## src/hdl/efr_pkg.sv

```systemverilog
package efr_pkg;

   // payload buffer depth
   localparam int MAX_PAYLOAD = 11;

   // count runs 0..MAX_PAYLOAD, index runs 0..MAX_PAYLOAD-1
   localparam int CNT_W = $clog2(MAX_PAYLOAD + 1);
   localparam int IDX_W = (MAX_PAYLOAD > 1) ? $clog2(MAX_PAYLOAD) : 1;

   // fixed result field widths
   localparam int BYTE_W = 8;
   localparam int POS_W  = 4;
   localparam int LEN_W  = 4;

   // framing symbols
   localparam logic [BYTE_W-1:0] SYM_START  = 8'hEA;
   localparam logic [BYTE_W-1:0] SYM_ESCAPE = 8'hEB;
   localparam logic [BYTE_W-1:0] SYM_END    = 8'hED;

   // controller -> datapath
   typedef struct packed {
      logic clear_count;
      logic store_byte;
      logic start_drain;
      logic load_out;
   } efr_cmd_type;

   // datapath -> controller
   typedef struct packed {
      logic is_start;
      logic is_escape;
      logic is_end;
      logic count_full;
      logic drain_last;
      logic slot_free;
   } efr_sts_type;

endpackage

```

## src/hdl/efr_if.sv

```systemverilog
interface efr_req_if
   import efr_pkg::*;
   ();
   logic              valid;
   logic              ready;
   logic [BYTE_W-1:0] rx_byte;

   modport source (output valid, output rx_byte, input ready);
   modport sink   (input valid, input rx_byte, output ready);
endinterface

interface efr_rsp_if
   import efr_pkg::*;
   ();
   logic              valid;
   logic              ready;
   logic [BYTE_W-1:0] payload_byte;
   logic [POS_W-1:0]  byte_position;
   logic [LEN_W-1:0]  frame_length;
   logic              last;

   modport source (output valid, output payload_byte, output byte_position,
                   output frame_length, output last, input ready);
   modport sink   (input valid, input payload_byte, input byte_position,
                   input frame_length, input last, output ready);
endinterface

```

## src/hdl/escaped_frame_receiver.sv

```systemverilog
// Channel   Role    Payload                                           Handshake
// req_chan  sink    rx_byte[7:0]                                      valid/ready
// rsp_chan  source  payload_byte[7:0] byte_position[3:0]
//                   frame_length[3:0] last                            valid/ready
//
// A received byte is taken every cycle while the receive state is active.
// An end byte hands over to the drain, which loads one stored byte per
// cycle into the output register while the result sink keeps up; input
// is held off until the drain has loaded the frame's last result.
// Synchronous active-high reset clears framing flags, counts and output valid;
// the payload buffer has no reset and is only read below the current count.
// The output register acts as a skid: the last result of a frame may wait
// while the next frame's bytes are already being taken.
module escaped_frame_receiver
   import efr_pkg::*;
(
   input  logic       clock,
   input  logic       reset,
   efr_req_if.sink    req_chan,
   efr_rsp_if.source  rsp_chan
);

   efr_cmd_type cmd;
   efr_sts_type sts;

   // framing state machine: decides store, restart, abort and drain
   efr_ctrl u_ctrl (
      .clock     (clock),
      .reset     (reset),
      .req_valid (req_chan.valid),
      .req_ready (req_chan.ready),
      .sts       (sts),
      .cmd       (cmd)
   );

   // byte decode, payload buffer, counters and result register
   efr_dpath u_dpath (
      .clock         (clock),
      .reset         (reset),
      .rx_byte       (req_chan.rx_byte),
      .cmd           (cmd),
      .sts           (sts),
      .rsp_valid     (rsp_chan.valid),
      .rsp_ready     (rsp_chan.ready),
      .payload_byte  (rsp_chan.payload_byte),
      .byte_position (rsp_chan.byte_position),
      .frame_length  (rsp_chan.frame_length),
      .last          (rsp_chan.last)
   );

endmodule

```

## src/hdl/efr_ctrl.sv

```systemverilog
module efr_ctrl
   import efr_pkg::*;
(
   input  logic        clock,
   input  logic        reset,
   input  logic        req_valid,
   output logic        req_ready,
   input  efr_sts_type sts,
   output efr_cmd_type cmd
);

   typedef enum logic [1:0] {
      S_RECV  = 2'b01,
      S_DRAIN = 2'b10
   } efr_state_type;

   efr_state_type state_ff, state_in;
   logic          in_frame_ff, in_frame_in;
   logic          esc_ff, esc_in;
   logic          accept;

   assign req_ready = (state_ff == S_RECV);
   assign accept    = req_valid && req_ready;

   always_comb begin
      state_in    = state_ff;
      in_frame_in = in_frame_ff;
      esc_in      = esc_ff;
      cmd         = '0;
      unique case (state_ff)
         S_RECV: begin
            if (accept) begin
               priority if (!in_frame_ff) begin
                  if (sts.is_start) begin
                     in_frame_in     = 1'b1;
                     esc_in          = 1'b0;
                     cmd.clear_count = 1'b1;
                  end
               end else if (esc_ff) begin
                  // only framing symbols may be escaped
                  if ((sts.is_start || sts.is_escape || sts.is_end) && !sts.count_full) begin
                     cmd.store_byte = 1'b1;
                     esc_in         = 1'b0;
                  end else begin
                     in_frame_in     = 1'b0;
                     esc_in          = 1'b0;
                     cmd.clear_count = 1'b1;
                  end
               end else if (sts.is_escape) begin
                  esc_in = 1'b1;
               end else if (sts.is_end) begin
                  in_frame_in     = 1'b0;
                  esc_in          = 1'b0;
                  cmd.start_drain = 1'b1;
                  state_in        = S_DRAIN;
               end else if (sts.is_start) begin
                  cmd.clear_count = 1'b1;
               end else if (!sts.count_full) begin
                  cmd.store_byte = 1'b1;
               end else begin
                  // overflow: drop byte, abort
                  in_frame_in     = 1'b0;
                  esc_in          = 1'b0;
                  cmd.clear_count = 1'b1;
               end
            end
         end
         S_DRAIN: begin
            if (sts.slot_free) begin
               cmd.load_out = 1'b1;
               if (sts.drain_last) begin
                  state_in = S_RECV;
               end
            end
         end
         default: begin
            state_in = S_RECV;
         end
      endcase
   end

   always_ff @(posedge clock) begin
      if (reset) begin
         state_ff    <= S_RECV;
         in_frame_ff <= 1'b0;
         esc_ff      <= 1'b0;
      end else begin
         state_ff    <= state_in;
         in_frame_ff <= in_frame_in;
         esc_ff      <= esc_in;
      end
   end

`ifndef SYNTHESIS
   a_drain_enters : assert property (@(posedge clock) disable iff (reset)
      cmd.start_drain |=> (state_ff == S_DRAIN))
      else $error("drain not entered after end byte");

   a_drain_leaves : assert property (@(posedge clock) disable iff (reset)
      (state_ff == S_DRAIN && sts.slot_free && sts.drain_last) |=> (state_ff == S_RECV))
      else $error("drain did not finish on last result");
`endif

endmodule

```

## src/hdl/efr_dpath.sv

```systemverilog
module efr_dpath
   import efr_pkg::*;
(
   input  logic              clock,
   input  logic              reset,
   input  logic [BYTE_W-1:0] rx_byte,
   input  efr_cmd_type       cmd,
   output efr_sts_type       sts,
   output logic              rsp_valid,
   input  logic              rsp_ready,
   output logic [BYTE_W-1:0] payload_byte,
   output logic [POS_W-1:0]  byte_position,
   output logic [LEN_W-1:0]  frame_length,
   output logic              last
);

   logic [BYTE_W-1:0] store_ff [MAX_PAYLOAD];
   logic [CNT_W-1:0]  count_ff, count_in;
   logic [CNT_W-1:0]  idx_ff, idx_in;
   logic [CNT_W-1:0]  len_ff, len_in;
   logic              valid_ff, valid_in;
   logic [BYTE_W-1:0] byte_ff;
   logic [POS_W-1:0]  pos_ff;
   logic [LEN_W-1:0]  flen_ff;
   logic              last_ff;
   logic [CNT_W-1:0]  idx_next;

   assign idx_next = idx_ff + CNT_W'(1);

   assign sts.is_start   = (rx_byte == SYM_START);
   assign sts.is_escape  = (rx_byte == SYM_ESCAPE);
   assign sts.is_end     = (rx_byte == SYM_END);
   assign sts.count_full = (count_ff == CNT_W'(MAX_PAYLOAD));
   assign sts.drain_last = (len_ff == '0) || (idx_next == len_ff);
   assign sts.slot_free  = !valid_ff || rsp_ready;

   always_comb begin
      count_in = count_ff;
      if (cmd.clear_count) begin
         count_in = '0;
      end else if (cmd.store_byte) begin
         count_in = count_ff + CNT_W'(1);
      end
   end

   always_comb begin
      idx_in = idx_ff;
      len_in = len_ff;
      if (cmd.start_drain) begin
         idx_in = '0;
         len_in = count_ff;
      end else if (cmd.load_out) begin
         idx_in = idx_next;
      end
   end

   always_comb begin
      valid_in = valid_ff;
      if (cmd.load_out) begin
         valid_in = 1'b1;
      end else if (rsp_ready) begin
         valid_in = 1'b0;
      end
   end

   always_ff @(posedge clock) begin
      if (reset) begin
         count_ff <= '0;
         idx_ff   <= '0;
         len_ff   <= '0;
         valid_ff <= 1'b0;
      end else begin
         count_ff <= count_in;
         idx_ff   <= idx_in;
         len_ff   <= len_in;
         valid_ff <= valid_in;
      end
   end

   // payload buffer and output register, no reset
   always_ff @(posedge clock) begin
      if (cmd.store_byte) begin
         store_ff[count_ff[IDX_W-1:0]] <= rx_byte;
      end
      if (cmd.load_out) begin
         byte_ff <= (len_ff == '0) ? '0 : store_ff[idx_ff[IDX_W-1:0]];
         pos_ff  <= POS_W'(idx_ff);
         flen_ff <= LEN_W'(len_ff);
         last_ff <= sts.drain_last;
      end
   end

   assign rsp_valid     = valid_ff;
   assign payload_byte  = byte_ff;
   assign byte_position = pos_ff;
   assign frame_length  = flen_ff;
   assign last          = last_ff;

`ifndef SYNTHESIS
   a_count_bound : assert property (@(posedge clock) disable iff (reset)
      count_ff <= CNT_W'(MAX_PAYLOAD))
      else $error("payload count beyond buffer depth");

   a_load_free : assert property (@(posedge clock) disable iff (reset)
      cmd.load_out |-> sts.slot_free)
      else $error("output register overwritten while held");
`endif

endmodule

```

## src/flat_wrapper.sv

```systemverilog
// flat-port wrapper written by rule: the top's interface ports become plain ports
module escaped_frame_receiver_flat import efr_pkg::*;
  (clock, reset, req_chan_valid, req_chan_rx_byte, req_chan_ready, rsp_chan_valid, rsp_chan_payload_byte, rsp_chan_byte_position, rsp_chan_frame_length, rsp_chan_last, rsp_chan_ready);
  efr_req_if req_chan_i ();
  efr_rsp_if rsp_chan_i ();
  input  logic clock;
  input  logic reset;
  input wire logic [$bits(req_chan_i.valid)-1:0] req_chan_valid;
  input wire logic [$bits(req_chan_i.rx_byte)-1:0] req_chan_rx_byte;
  output wire logic [$bits(req_chan_i.ready)-1:0] req_chan_ready;
  output wire logic [$bits(rsp_chan_i.valid)-1:0] rsp_chan_valid;
  output wire logic [$bits(rsp_chan_i.payload_byte)-1:0] rsp_chan_payload_byte;
  output wire logic [$bits(rsp_chan_i.byte_position)-1:0] rsp_chan_byte_position;
  output wire logic [$bits(rsp_chan_i.frame_length)-1:0] rsp_chan_frame_length;
  output wire logic [$bits(rsp_chan_i.last)-1:0] rsp_chan_last;
  input wire logic [$bits(rsp_chan_i.ready)-1:0] rsp_chan_ready;
  assign req_chan_i.valid = req_chan_valid;
  assign req_chan_i.rx_byte = req_chan_rx_byte;
  assign req_chan_ready = req_chan_i.ready;
  assign rsp_chan_valid = rsp_chan_i.valid;
  assign rsp_chan_payload_byte = rsp_chan_i.payload_byte;
  assign rsp_chan_byte_position = rsp_chan_i.byte_position;
  assign rsp_chan_frame_length = rsp_chan_i.frame_length;
  assign rsp_chan_last = rsp_chan_i.last;
  assign rsp_chan_i.ready = rsp_chan_ready;
  escaped_frame_receiver u_core (.clock(clock), .reset(reset), .req_chan(req_chan_i), .rsp_chan(rsp_chan_i));
endmodule
```

## config.mk

```make
export PLATFORM = sky130hd
export DESIGN_NAME = escaped_frame_receiver_flat
export DESIGN_NICKNAME = d
export VERILOG_FILES = /design/src/hdl/efr_pkg.sv /design/src/hdl/efr_if.sv /design/src/hdl/escaped_frame_receiver.sv /design/src/hdl/efr_ctrl.sv /design/src/hdl/efr_dpath.sv /design/src/flat_wrapper.sv
export SDC_FILE = /design/constraint.sdc
export NUM_CORES = 1
export LEC_CHECK = 0
export BUFFER_PORTS_ARGS = -buffer_cell sky130_fd_sc_hd__buf_2
export CAP_MARGIN = 20
export CORE_MARGIN = 5
export CORE_UTILIZATION = 55
export DETAILED_ROUTE_END_ITERATION = 10
export PLACE_DENSITY = 0.73
export SYNTH_ARGS = -nofsm -noshare
export SYNTH_HDL_FRONTEND = slang
export SYNTH_SLANG_ARGS = --single-unit
```

## constraint.sdc

```tcl
create_clock -name clock -period 2.5 [get_ports clock]
set_input_delay 0.25 -clock clock [delete_from_list [all_inputs] [get_ports clock]]
set_output_delay 0.25 -clock clock [all_outputs]
set_load 0.02 [all_outputs]
```

==> reports/qor.csv, run 1 <==
metric,value,unit
avgSynthCellArea,16.2,sq um
clockBufferDepth,2,
tritoncts.num_buffers,17,
endpoint_kind,register,
cts_max_level,4,
grt.met1_usage,23.8,%
required,2.65,ns
clkTransAtPathRegs,0.06,ns
synth_largest_area_cell,edfxtp_1,
grt_first_pass_wirelength,15.3,mm
status,completed,
cp_max_fo,8,
fin_tns_setup,0,ns
grt_busiest_layer,met2,
synthDistinctLibCells,49,
clock_latency,0.50,ns
postLayoutCellArea,0.00594,sq mm
startpoint_type,register,
pre_cts_ws,0.209,ns
wl,9.49,mm
first_pass_iters,4,
slew_viol_final,0,
dpl_cell_area,0.00537,sq mm
fin_skew,0.0130,ns
fin_crit_sh,92.0,%
root_buffer,clkbuf_8,
synth-edff-count,105,
nFillCells,596,
cts_tree,yes,
diodes,0,
grt_start_max_net_pins,24,
worst_pin_slew,0.574,ns
cp_data_arrival_time,2.45,ns
fmax,0.435,GHz
syn_inst,309,
drt_first_iter_violations,156,
synth_top_area_share,62.8,%
portBuffers,30,
viasPerCell,5.81,
nNetsFinal,375,
die-area,0.0111,sq mm
p_leak,1.96,nW
synth.net_count,326,
rows,34,
groute.usage.overall,18.5,%
power.density,766,mW/mm^2
die_w,106,um
place_congestion,0.789,
cts_sinks,122,
ys_warn_count,0,
wire_per_inst,19.8,um
drtAntennaViolNets,0,
setup_viol,0,
yosysMostFrequentCell,edfxtp_1,
maxCapViolCount,0,
coreArea,0.00881,sq mm
vias,2782,
num_io_pins,31,
use_met2,30.3,%
hpwl,6.31,mm
areaGrowthSynthToFinish,18.3,%
use_met3,4.95,%
drive_gt1_share,27.8,%
grt_pass1_vias,2835,
synth_area,0.00502,sq mm
vdd_drop_max,726,uV
slew_headroom,61.5,%
ys_seq_area_share,69.6,%
hold_class,in -> reg,
post-route-min-period,2.30,ns
rsz0062_at_grt,false,
yosys-top-cells-area,"edfxtp_1 63%, mux4_2 7.2%, dfxtp_1 6.8%, mux2i_1 2.8%, a211oi_1 2.4%",
grt_antenna_before_repair,0,
synth_common_cells,"105 x edfxtp_1, 20 x nor2_1, 17 x dfxtp_1, 16 x a211oi_1, 16 x mux4_2",
drc_errors,0,
synth_top_flop_cell,edfxtp_1,
chipHeight,106,um
crit_type,reg -> reg,
worst_slack,0.200,ns
ys_ff_latch,122,
initial_core_util,57.0,%
hold_viol_final,0,
grt-ovfl-total,0,
synthArstFlopShare,0,%
## metrics by stage
| stage | util [%] | cells | hold WS (ns) | total power (W) |
|---|---|---|---|---|
| 2_1_floorplan | - | 309 | 0.349 | 0.00226 |
| 3_3_place_gp | 61.0 | 447 | 0.499 | 0.00231 |
| 3_5_place_dp | 61.0 | 447 | 0.508 | 0.00231 |
| 4_1_cts | 67.4 | 479 | 0.0339 | 0.00458 |
| 5_1_grt | 67.4 | 479 | 0.0484 | 0.00469 |
| 6_report | 67.4 | 479 | 0.0490 | 0.00455 |
## worst max-delay path, stage by stage, from the launching register on
cell and delay, ns:
dfxtp_1 0.35, ha_1 0.25, and3b_1 0.24, nor3b_1 0.26
mux2i_2 0.16, nor3b_2 0.28, and2_1 0.41
## per-layer routing
layer | wire length [um] | vias to the layer above
met2 | 4830 | 72
met4 | 87 | 0
met1 | 4120 | 1402
li1 | - | 1301
met3 | 449 | 7
met5 | 0 | -
## final timing paths
path | slack, ns | endpoint | cells after the start | start
hold / removal | 0.05 | u_core.u_dpath.rsp_valid$_SDFFE_PP0P_ | 2 | reset
setup reg to reg | 0.20 | u_core.u_dpath.store_ff[7][4]$_DFFE_PP_ | 6 | u_core.u_dpath.count_ff[0]$_SDFFE_PP0P_
setup / recovery | 0.20 | u_core.u_dpath.store_ff[7][4]$_DFFE_PP_ | 6 | u_core.u_dpath.count_ff[0]$_SDFFE_PP0P_
hold reg to reg | 0.52 | u_core.u_dpath.rsp_valid$_SDFFE_PP0P_ | 2 | u_core.u_dpath.rsp_valid$_SDFFE_PP0P_
## layout by cell type, fill, tap and decap left out, types with 3 or more instances in the layout
cell type / synthesis / layout
edfxtp_1: 105 / 105
buf_2: 3 / 30
nor2_1: 20 / 20
mux4_2: 16 / 16
a211oi_1: 16 / 16
clkbuf_16: 0 / 16
dfxtp_1: 17 / 16
a21oi_1: 15 / 15
buf_4: 2 / 15
mux2i_1: 14 / 14
nor2b_1: 11 / 10
xnor2_1: 6 / 6
xor2_1: 6 / 6
nand2_1: 5 / 5
and2_1: 7 / 5
ha_1: 5 / 5
clkinv_4: 0 / 5
inv_1: 4 / 4
nor3_1: 4 / 4
and3_1: 3 / 3
nand3_1: 3 / 3
## registers in the layout, indices dropped and copies added (netlist names), 2 cells and up
signal,cells
u_core.u_dpath.count_ff,4
u_core.u_ctrl.state_ff,2
u_core.u_dpath.frame_length,4
u_core.u_dpath.byte_position,4
u_core.u_dpath.store_ff,88
u_core.u_dpath.idx_ff,4
u_core.u_dpath.payload_byte,8
u_core.u_dpath.len_ff,4
## report_power, final
part           switching [W]  internal [W]  leakage, nW  total (W)
logic              0.0000451     0.0000163        0.624  0.0000614
clock network       0.000864       0.00142        0.271    0.00228
registers       0.0000000959       0.00220         1.06    0.00220
total               0.000909       0.00364         1.96    0.00455
## area by class of cell
cell class                      instances  area (sq um)  area share, %
Sequential cell                       122          3490           58.8
Clock inverter                         14           149           2.51
Inverter                                4          15.0          0.253
Multi-Input combinational cell        167          1450           24.3
Timing Repair Buffer                   46           283           4.76
Clock buffer                           18           418           7.04
Tap cell                              108           135           2.28
## repair_timing
action	CTS	global route
endpoints found under the hold margin	0	0
hold buffers	0	0
setup endpoints to repair	0	9
gates resized for setup	0	2
setup buffers	0	0
## kinds of logic after synthesis
kind of cell | count (synthesis) | synth area share, %
flops | 122 | 69.6
buf+inv | 20 | 1.72
fa+ha+maj | 5 | 1.25
xor+xnor | 12 | 2.09
compound gates | 46 | 6.46
mux | 31 | 10.2
simple gates | 73 | 8.65
Note: power is estimated with default switching activity, not from simulation.
==> run 2, diff against run 1 <==
--- a/config.mk
+++ b/config.mk
@@ -8,9 +8,10 @@
 export BUFFER_PORTS_ARGS = -buffer_cell sky130_fd_sc_hd__buf_2
 export CAP_MARGIN = 20
 export CORE_MARGIN = 5
-export CORE_UTILIZATION = 55
+export CORE_UTILIZATION = 54
 export DETAILED_ROUTE_END_ITERATION = 10
-export PLACE_DENSITY = 0.73
+export PLACE_DENSITY = 0.75
+export REMOVE_ABC_BUFFERS = 1
 export SYNTH_ARGS = -nofsm -noshare
 export SYNTH_HDL_FRONTEND = slang
 export SYNTH_SLANG_ARGS = --single-unit
==> constraint.sdc (replaced) <==
create_clock -name clock -period 1.9 [get_ports clock]
set_input_delay 0.19 -clock clock [delete_from_list [all_inputs] [get_ports clock]]
set_output_delay 0.19 -clock clock [all_outputs]
set_load 0.01 [all_outputs]
==> run 2 against run 1 <==
Against the previous run:
- the run now ends with setup timing left
- cell count grew 6.3%
- utilization up 1.2 points
- hold slack improved by 0.0063 ns
- flip-flop and latch count stayed put
- clock power rose by 37%
- global-route usage is 3.3 points higher
==> reports/qor.csv, run 2 (synthesis gave the netlist of run 1 again) <==
metric,value,unit
fin_crit_sh,105,%
status,finished with violations,
holdWs,0.0552,ns
hold_class,in -> reg,
cp_slowest_cell,dfxtp_2,
initial_core_util,54.8,%
cts_sinks,122,
drtAntennaViolNets,0,
endpoint_kind,register,
cts_max_level,4,
hold_viol_final,0,
coreArea,0.00915,sq mm
vias,3028,
root_buffer,clkbuf_8,
cp_max_fo,8,
crit_chain,ha_4 -> and3b_2 -> nor3b_4 -> mux2i_4 -> nor3b_4 -> and2_4,
place_congestion,0.810,
num_io_pins,31,
groute.usage.overall,21.7,%
cpMostUsedCell,nor3b_4,
critPathBufInv,0,
maxCapViolCount,0,
worst_slack,-0.100,ns
post-route-min-period,2.00,ns
cts_tree,yes,
largest_register_ffs,88,
first_pass_iters,4,
layout_common_cells,"105 x edfxtp_1, 36 x buf_4, 30 x buf_2",
clockBufferDepth,2,
drt_first_iter_violations,194,
cp_data_arrival_time,2.21,ns
p_leak,2.12,nW
drive_gt1_share,36.2,%
worst_pin_slew,0.363,ns
required,2.11,ns
rsz0062_at_grt,true,
grt_antenna_before_repair,0,
startpoint_type,register,
grt_start_max_net_pins,37,
viasPerCell,5.95,
crit_type,reg -> reg,
tritoncts.num_buffers,17,
portBuffers,30,
p_comb_share,1.7,%
fmax,0.500,GHz
clock_latency,0.52,ns
grt_first_pass_wirelength,17.8,mm
rows,35,
power.density,974,mW/mm^2
slew_headroom,75.3,%
wl,11.5,mm
fin_skew,0.00620,ns
hpwl,6.95,mm
diodes,0,
slowest_delay,0.33,ns
power_frac_seq,47.4,%
fin_tns_setup,-5.30,ns
vdd_drop_max,554,uV
layout_commonest_cell,edfxtp_1,
cpLargestDelayFamily,simple AND/OR/NAND/NOR gates,
switching_share,21.2,%
grt-ovfl-total,0,
intPower,0.00482,W
die_w,106,um
nNetsFinal,402,
failed_checks,setup timing,
slew_viol_final,0,
grt_pass1_vias,3218,
clkTransAtPathRegs,0.06,ns
die-area,0.0113,sq mm
drc_errors,0,
chipHeight,106,um
switchingPower,0.00129,W
setup_viol,80,
clock_power_share,51.0,%
wire_per_inst,22.6,um
areaGrowthSynthToFinish,25.2,%
==> run 2: worst register-to-register path, stage by stage (launching register included) <==
cell and delay [ns]:
dfxtp_2 0.33, ha_4 0.16, and3b_2 0.24, nor3b_4 0.25, mux2i_4 0.17, nor3b_4 0.29
and2_4 0.27
==> run 2: stage by stage <==
step / power, W / std cells / util, % / worst slack [ns] / cell area (sq um)
2_1_floorplan: 0.00297 / 293 / - / -0.640 / 4950
5_1_grt: 0.00630 / 509 / 68.7 / -0.149 / 6280
3_5_place_dp: 0.00305 / 476 / 61.5 / -0.238 / 5630
6_report: 0.00612 / 509 / 68.7 / -0.100 / 6280
4_1_cts: 0.00615 / 506 / 68.0 / -0.0901 / 6230
3_3_place_gp: 0.00305 / 476 / 61.5 / -0.157 / 5630
==> run 2: power by group through the flow <==
stage               registers [W]  logic [W]  clock network (W)
finish                    0.00290   0.000102            0.00312
global route              0.00290   0.000111            0.00329
CTS                       0.00290   0.000102            0.00315
detailed placement        0.00295  0.0000973                  0
global placement          0.00295  0.0000954                  0
floorplan                 0.00296  0.0000179                  0
==> run 2: final timing paths <==
kind                                                         startpoint                                      end  slack (ns)  cells past startpoint
worst max-delay path            u_core.u_dpath.count_ff[1]$_SDFFE_PP0P_  u_core.u_dpath.store_ff[5][0]$_DFFE_PP_       -0.10                      6
worst min register to register    u_core.u_dpath.rsp_valid$_SDFFE_PP0P_    u_core.u_dpath.rsp_valid$_SDFFE_PP0P_        0.52                      2
worst max register to register  u_core.u_dpath.count_ff[1]$_SDFFE_PP0P_  u_core.u_dpath.store_ff[5][0]$_DFFE_PP_       -0.10                      6
worst min-delay path                                req_chan_rx_byte[1]  u_core.u_dpath.store_ff[9][1]$_DFFE_PP_        0.06                      2
==> run 2: layer usage <==
metal	global-route usage [%]	vias up	share of wire [%]
li1	-	1365	-
met1	26.8	1523	40
met2	34.9	114	51
met3	7.10	26	6.1
met4	10.1	0	2.4
met5	0	-	0
==> run 2: what timing repair did <==
item | in CTS | in global routing
pin swaps | 9 | 4
buffers inserted | 0 | 3
cloned | 0 | 1
gates resized for setup | 19 | 4
hold buffers | 2 | 0
setup endpoints to repair | 84 | 93
hold endpoints to repair | 7 | 0
==> run 2: final cells by class <==
type	instances	area (sq um)
repair buffers	73	528
multi-input cells	167	1520
clock buffers	17	414
inverters	4	15.0
well taps	111	139
fillers	565	2870
flip-flops and latches	122	3500
clock inverters	15	166
==> run 3, diff against run 2 <==
--- a/config.mk
+++ b/config.mk
@@ -8,9 +8,9 @@
 export BUFFER_PORTS_ARGS = -buffer_cell sky130_fd_sc_hd__buf_2
 export CAP_MARGIN = 20
 export CORE_MARGIN = 5
-export CORE_UTILIZATION = 54
+export CORE_UTILIZATION = 50
 export DETAILED_ROUTE_END_ITERATION = 10
-export PLACE_DENSITY = 0.75
+export PLACE_DENSITY = 0.7
 export REMOVE_ABC_BUFFERS = 1
 export SYNTH_ARGS = -nofsm -noshare
 export SYNTH_HDL_FRONTEND = slang
==> run 3 against run 2 <==
Against the previous run:
- the run still ends with setup timing left
- final area fell by 0.20%
- count of clock-buffer cells in the layout did not move
- largest power group is now sequential cells
- highest routed layer unchanged
- global-route usage fell by 2.4 points
- critical endpoint is now u_core.u_dpath.store_ff[9][5]$_DFFE_PP_
- maximum frequency rose by 4.0%
==> reports/qor.csv, run 3 (synthesis gave the netlist of run 1 again) <==
metric,value,unit
status,finished with violations,
failed_checks,setup timing,
num_io_pins,31,
hpwl,6.84,mm
cp_data_arrival_time,2.13,ns
worst_slack,-0.0229,ns
die-area,0.0121,sq mm
dp.cells,499,
drc_errors,0,
viasPerCell,5.47,
switchingPower,0.00125,W
layout_commonest_cell,edfxtp_1,
grt_pass1_vias,2964,
startpoint_type,register,
cp_max_fo,8,
clock_latency,0.51,ns
areaGrowthSynthToFinish,24.9,%
p_leak,2.11,nW
fin_crit_sh,101,%
holdWs,0.0929,ns
setup_viol,33,
rows,36,
hold_viol_final,0,
vdd_drop_max,616,uV
root_buffer,clkbuf_8,
fin_skew,0.00841,ns
drtAntennaViolNets,0,
cts_max_level,4,
slew_headroom,79.9,%
diodes,0,
maxCapViolCount,0,
switching_share,21.6,%
cts_tree,yes,
clock_power_share,48.4,%
nFillCells,691,
wire_per_inst,19.8,um
grt-ovfl-total,0,
cts_sinks,122,
post-route-min-period,1.92,ns
initial_core_util,51.4,%
hold_class,in -> reg,
power.density,925,mW/mm^2
instances_no_fill,532,
required,2.11,ns
intPower,0.00455,W
first_pass_iters,4,
rsz0062_at_grt,true,
fmax,0.520,GHz
utilization,64.2,%
worst_pin_slew,0.295,ns
drive_gt1_share,35.6,%
groute.usage.overall,19.3,%
vias,2912,
p_comb_share,1.7,%
grt_start_max_net_pins,22,
power_frac_seq,49.9,%
die_w,110,um
chipHeight,110,um
wl,10.5,mm
coreArea,0.00977,sq mm
portBuffers,30,
grt_antenna_before_repair,0,
endpoint_kind,register,
largest_register_ffs,88,
drt_first_iter_violations,185,
clkTransAtPathRegs,0.06,ns
nNetsFinal,403,
tritoncts.num_buffers,17,
grt_first_pass_wirelength,16.5,mm
place_congestion,0.804,
crit_type,reg -> reg,
clockBufferDepth,2,
slew_viol_final,0,
layout_common_cells,"105 x edfxtp_1, 37 x buf_4, 30 x buf_2",
-- run 3: changes by cell type in the layout (fill, tap and decap cells not counted), moves of 2 or more --
| cell | previous run | this run |
|---|---|---|
| clkinv_4 | 1 | 5 |
| clkinvlp_4 | 5 | 1 |
| buf_12 | 2 | 5 |
| clkinv_2 | 1 | 4 |
| a211oi_1 | 14 | 16 |
| a211oi_2 | 2 | 0 |
| and2_1 | 1 | 3 |
| and2_4 | 6 | 4 |
| buf_6 | 2 | 0 |
| bufinv_16 | 2 | 0 |
-- run 3: repair_timing --
action,in CTS,in global routing
hold endpoints to repair,7,0
pin swaps,9,3
buffers inserted,2,1
resized for setup,11,6
setup endpoints to repair,74,89
hold buffers,2,0
-- run 3: power groups by stage --
stage / registers (W) / logic (W) / clock network, W
finish: 0.00290 / 0.0000992 / 0.00281
global route: 0.00290 / 0.000109 / 0.00301
global placement: 0.00295 / 0.0000959 / 0
floorplan: 0.00296 / 0.0000179 / 0
detailed placement: 0.00295 / 0.0000967 / 0
CTS: 0.00290 / 0.000100 / 0.00287
-- run 3: per-stage QoR --
stage	power, W	TNS (ns)	worst slack [ns]	area, sq um
floorplan	0.00297	-16.11	-0.640	4950
global placement	0.00305	-4.80	-0.0830	5700
detailed placement	0.00305	-6.87	-0.0982	5700
CTS	0.00586	-0.133	-0.0173	6230
global route	0.00601	-7.17	-0.0987	6270
finish	0.00580	-0.362	-0.0229	6270
-- run 3: worst paths after layout --
path / from / endpoint / slack (ns) / depth (start not counted)
setup / recovery: u_core.u_dpath.count_ff[1]$_SDFFE_PP0P_ / u_core.u_dpath.store_ff[9][5]$_DFFE_PP_ / -0.02 / 7
hold / removal: req_chan_rx_byte[4] / u_core.u_dpath.store_ff[3][4]$_DFFE_PP_ / 0.09 / 2
setup reg to reg: u_core.u_dpath.count_ff[1]$_SDFFE_PP0P_ / u_core.u_dpath.store_ff[9][5]$_DFFE_PP_ / -0.02 / 7
hold reg to reg: u_core.u_dpath.rsp_valid$_SDFFE_PP0P_ / u_core.u_dpath.rsp_valid$_SDFFE_PP0P_ / 0.53 / 2
-- run 3: layer usage --
metal / GRT usage [%] / wire [um] / part of all wire, %
met5: 0 / 0 / 0
met4: 9.06 / 116 / 1.1
met3: 5.42 / 763 / 7.2
met2: 30.4 / 5370 / 51
met1: 25.0 / 4280 / 41
-- run 3: critical path, stage by stage (launching register included) --
cell	delay [ns]
dfxtp_2	0.33
ha_4	0.16
and3b_2	0.26
nor3b_4	0.21
mux2i_4	0.14
nor2_1	0.17
and3_1	0.18
buf_4	0.17
-- run 3: area by class of cell --
| type | instances | area, sq um | area share [%] |
|---|---|---|---|
| clock buffers | 17 | 414 | 6.60 |
| multi-input cells | 167 | 1510 | 24.1 |
| inverters | 4 | 15.0 | 0.239 |
| flip-flops and latches | 122 | 3500 | 55.8 |
| clock inverters | 15 | 118 | 1.88 |
| well taps | 133 | 166 | 2.65 |
| repair buffers | 74 | 548 | 8.74 |
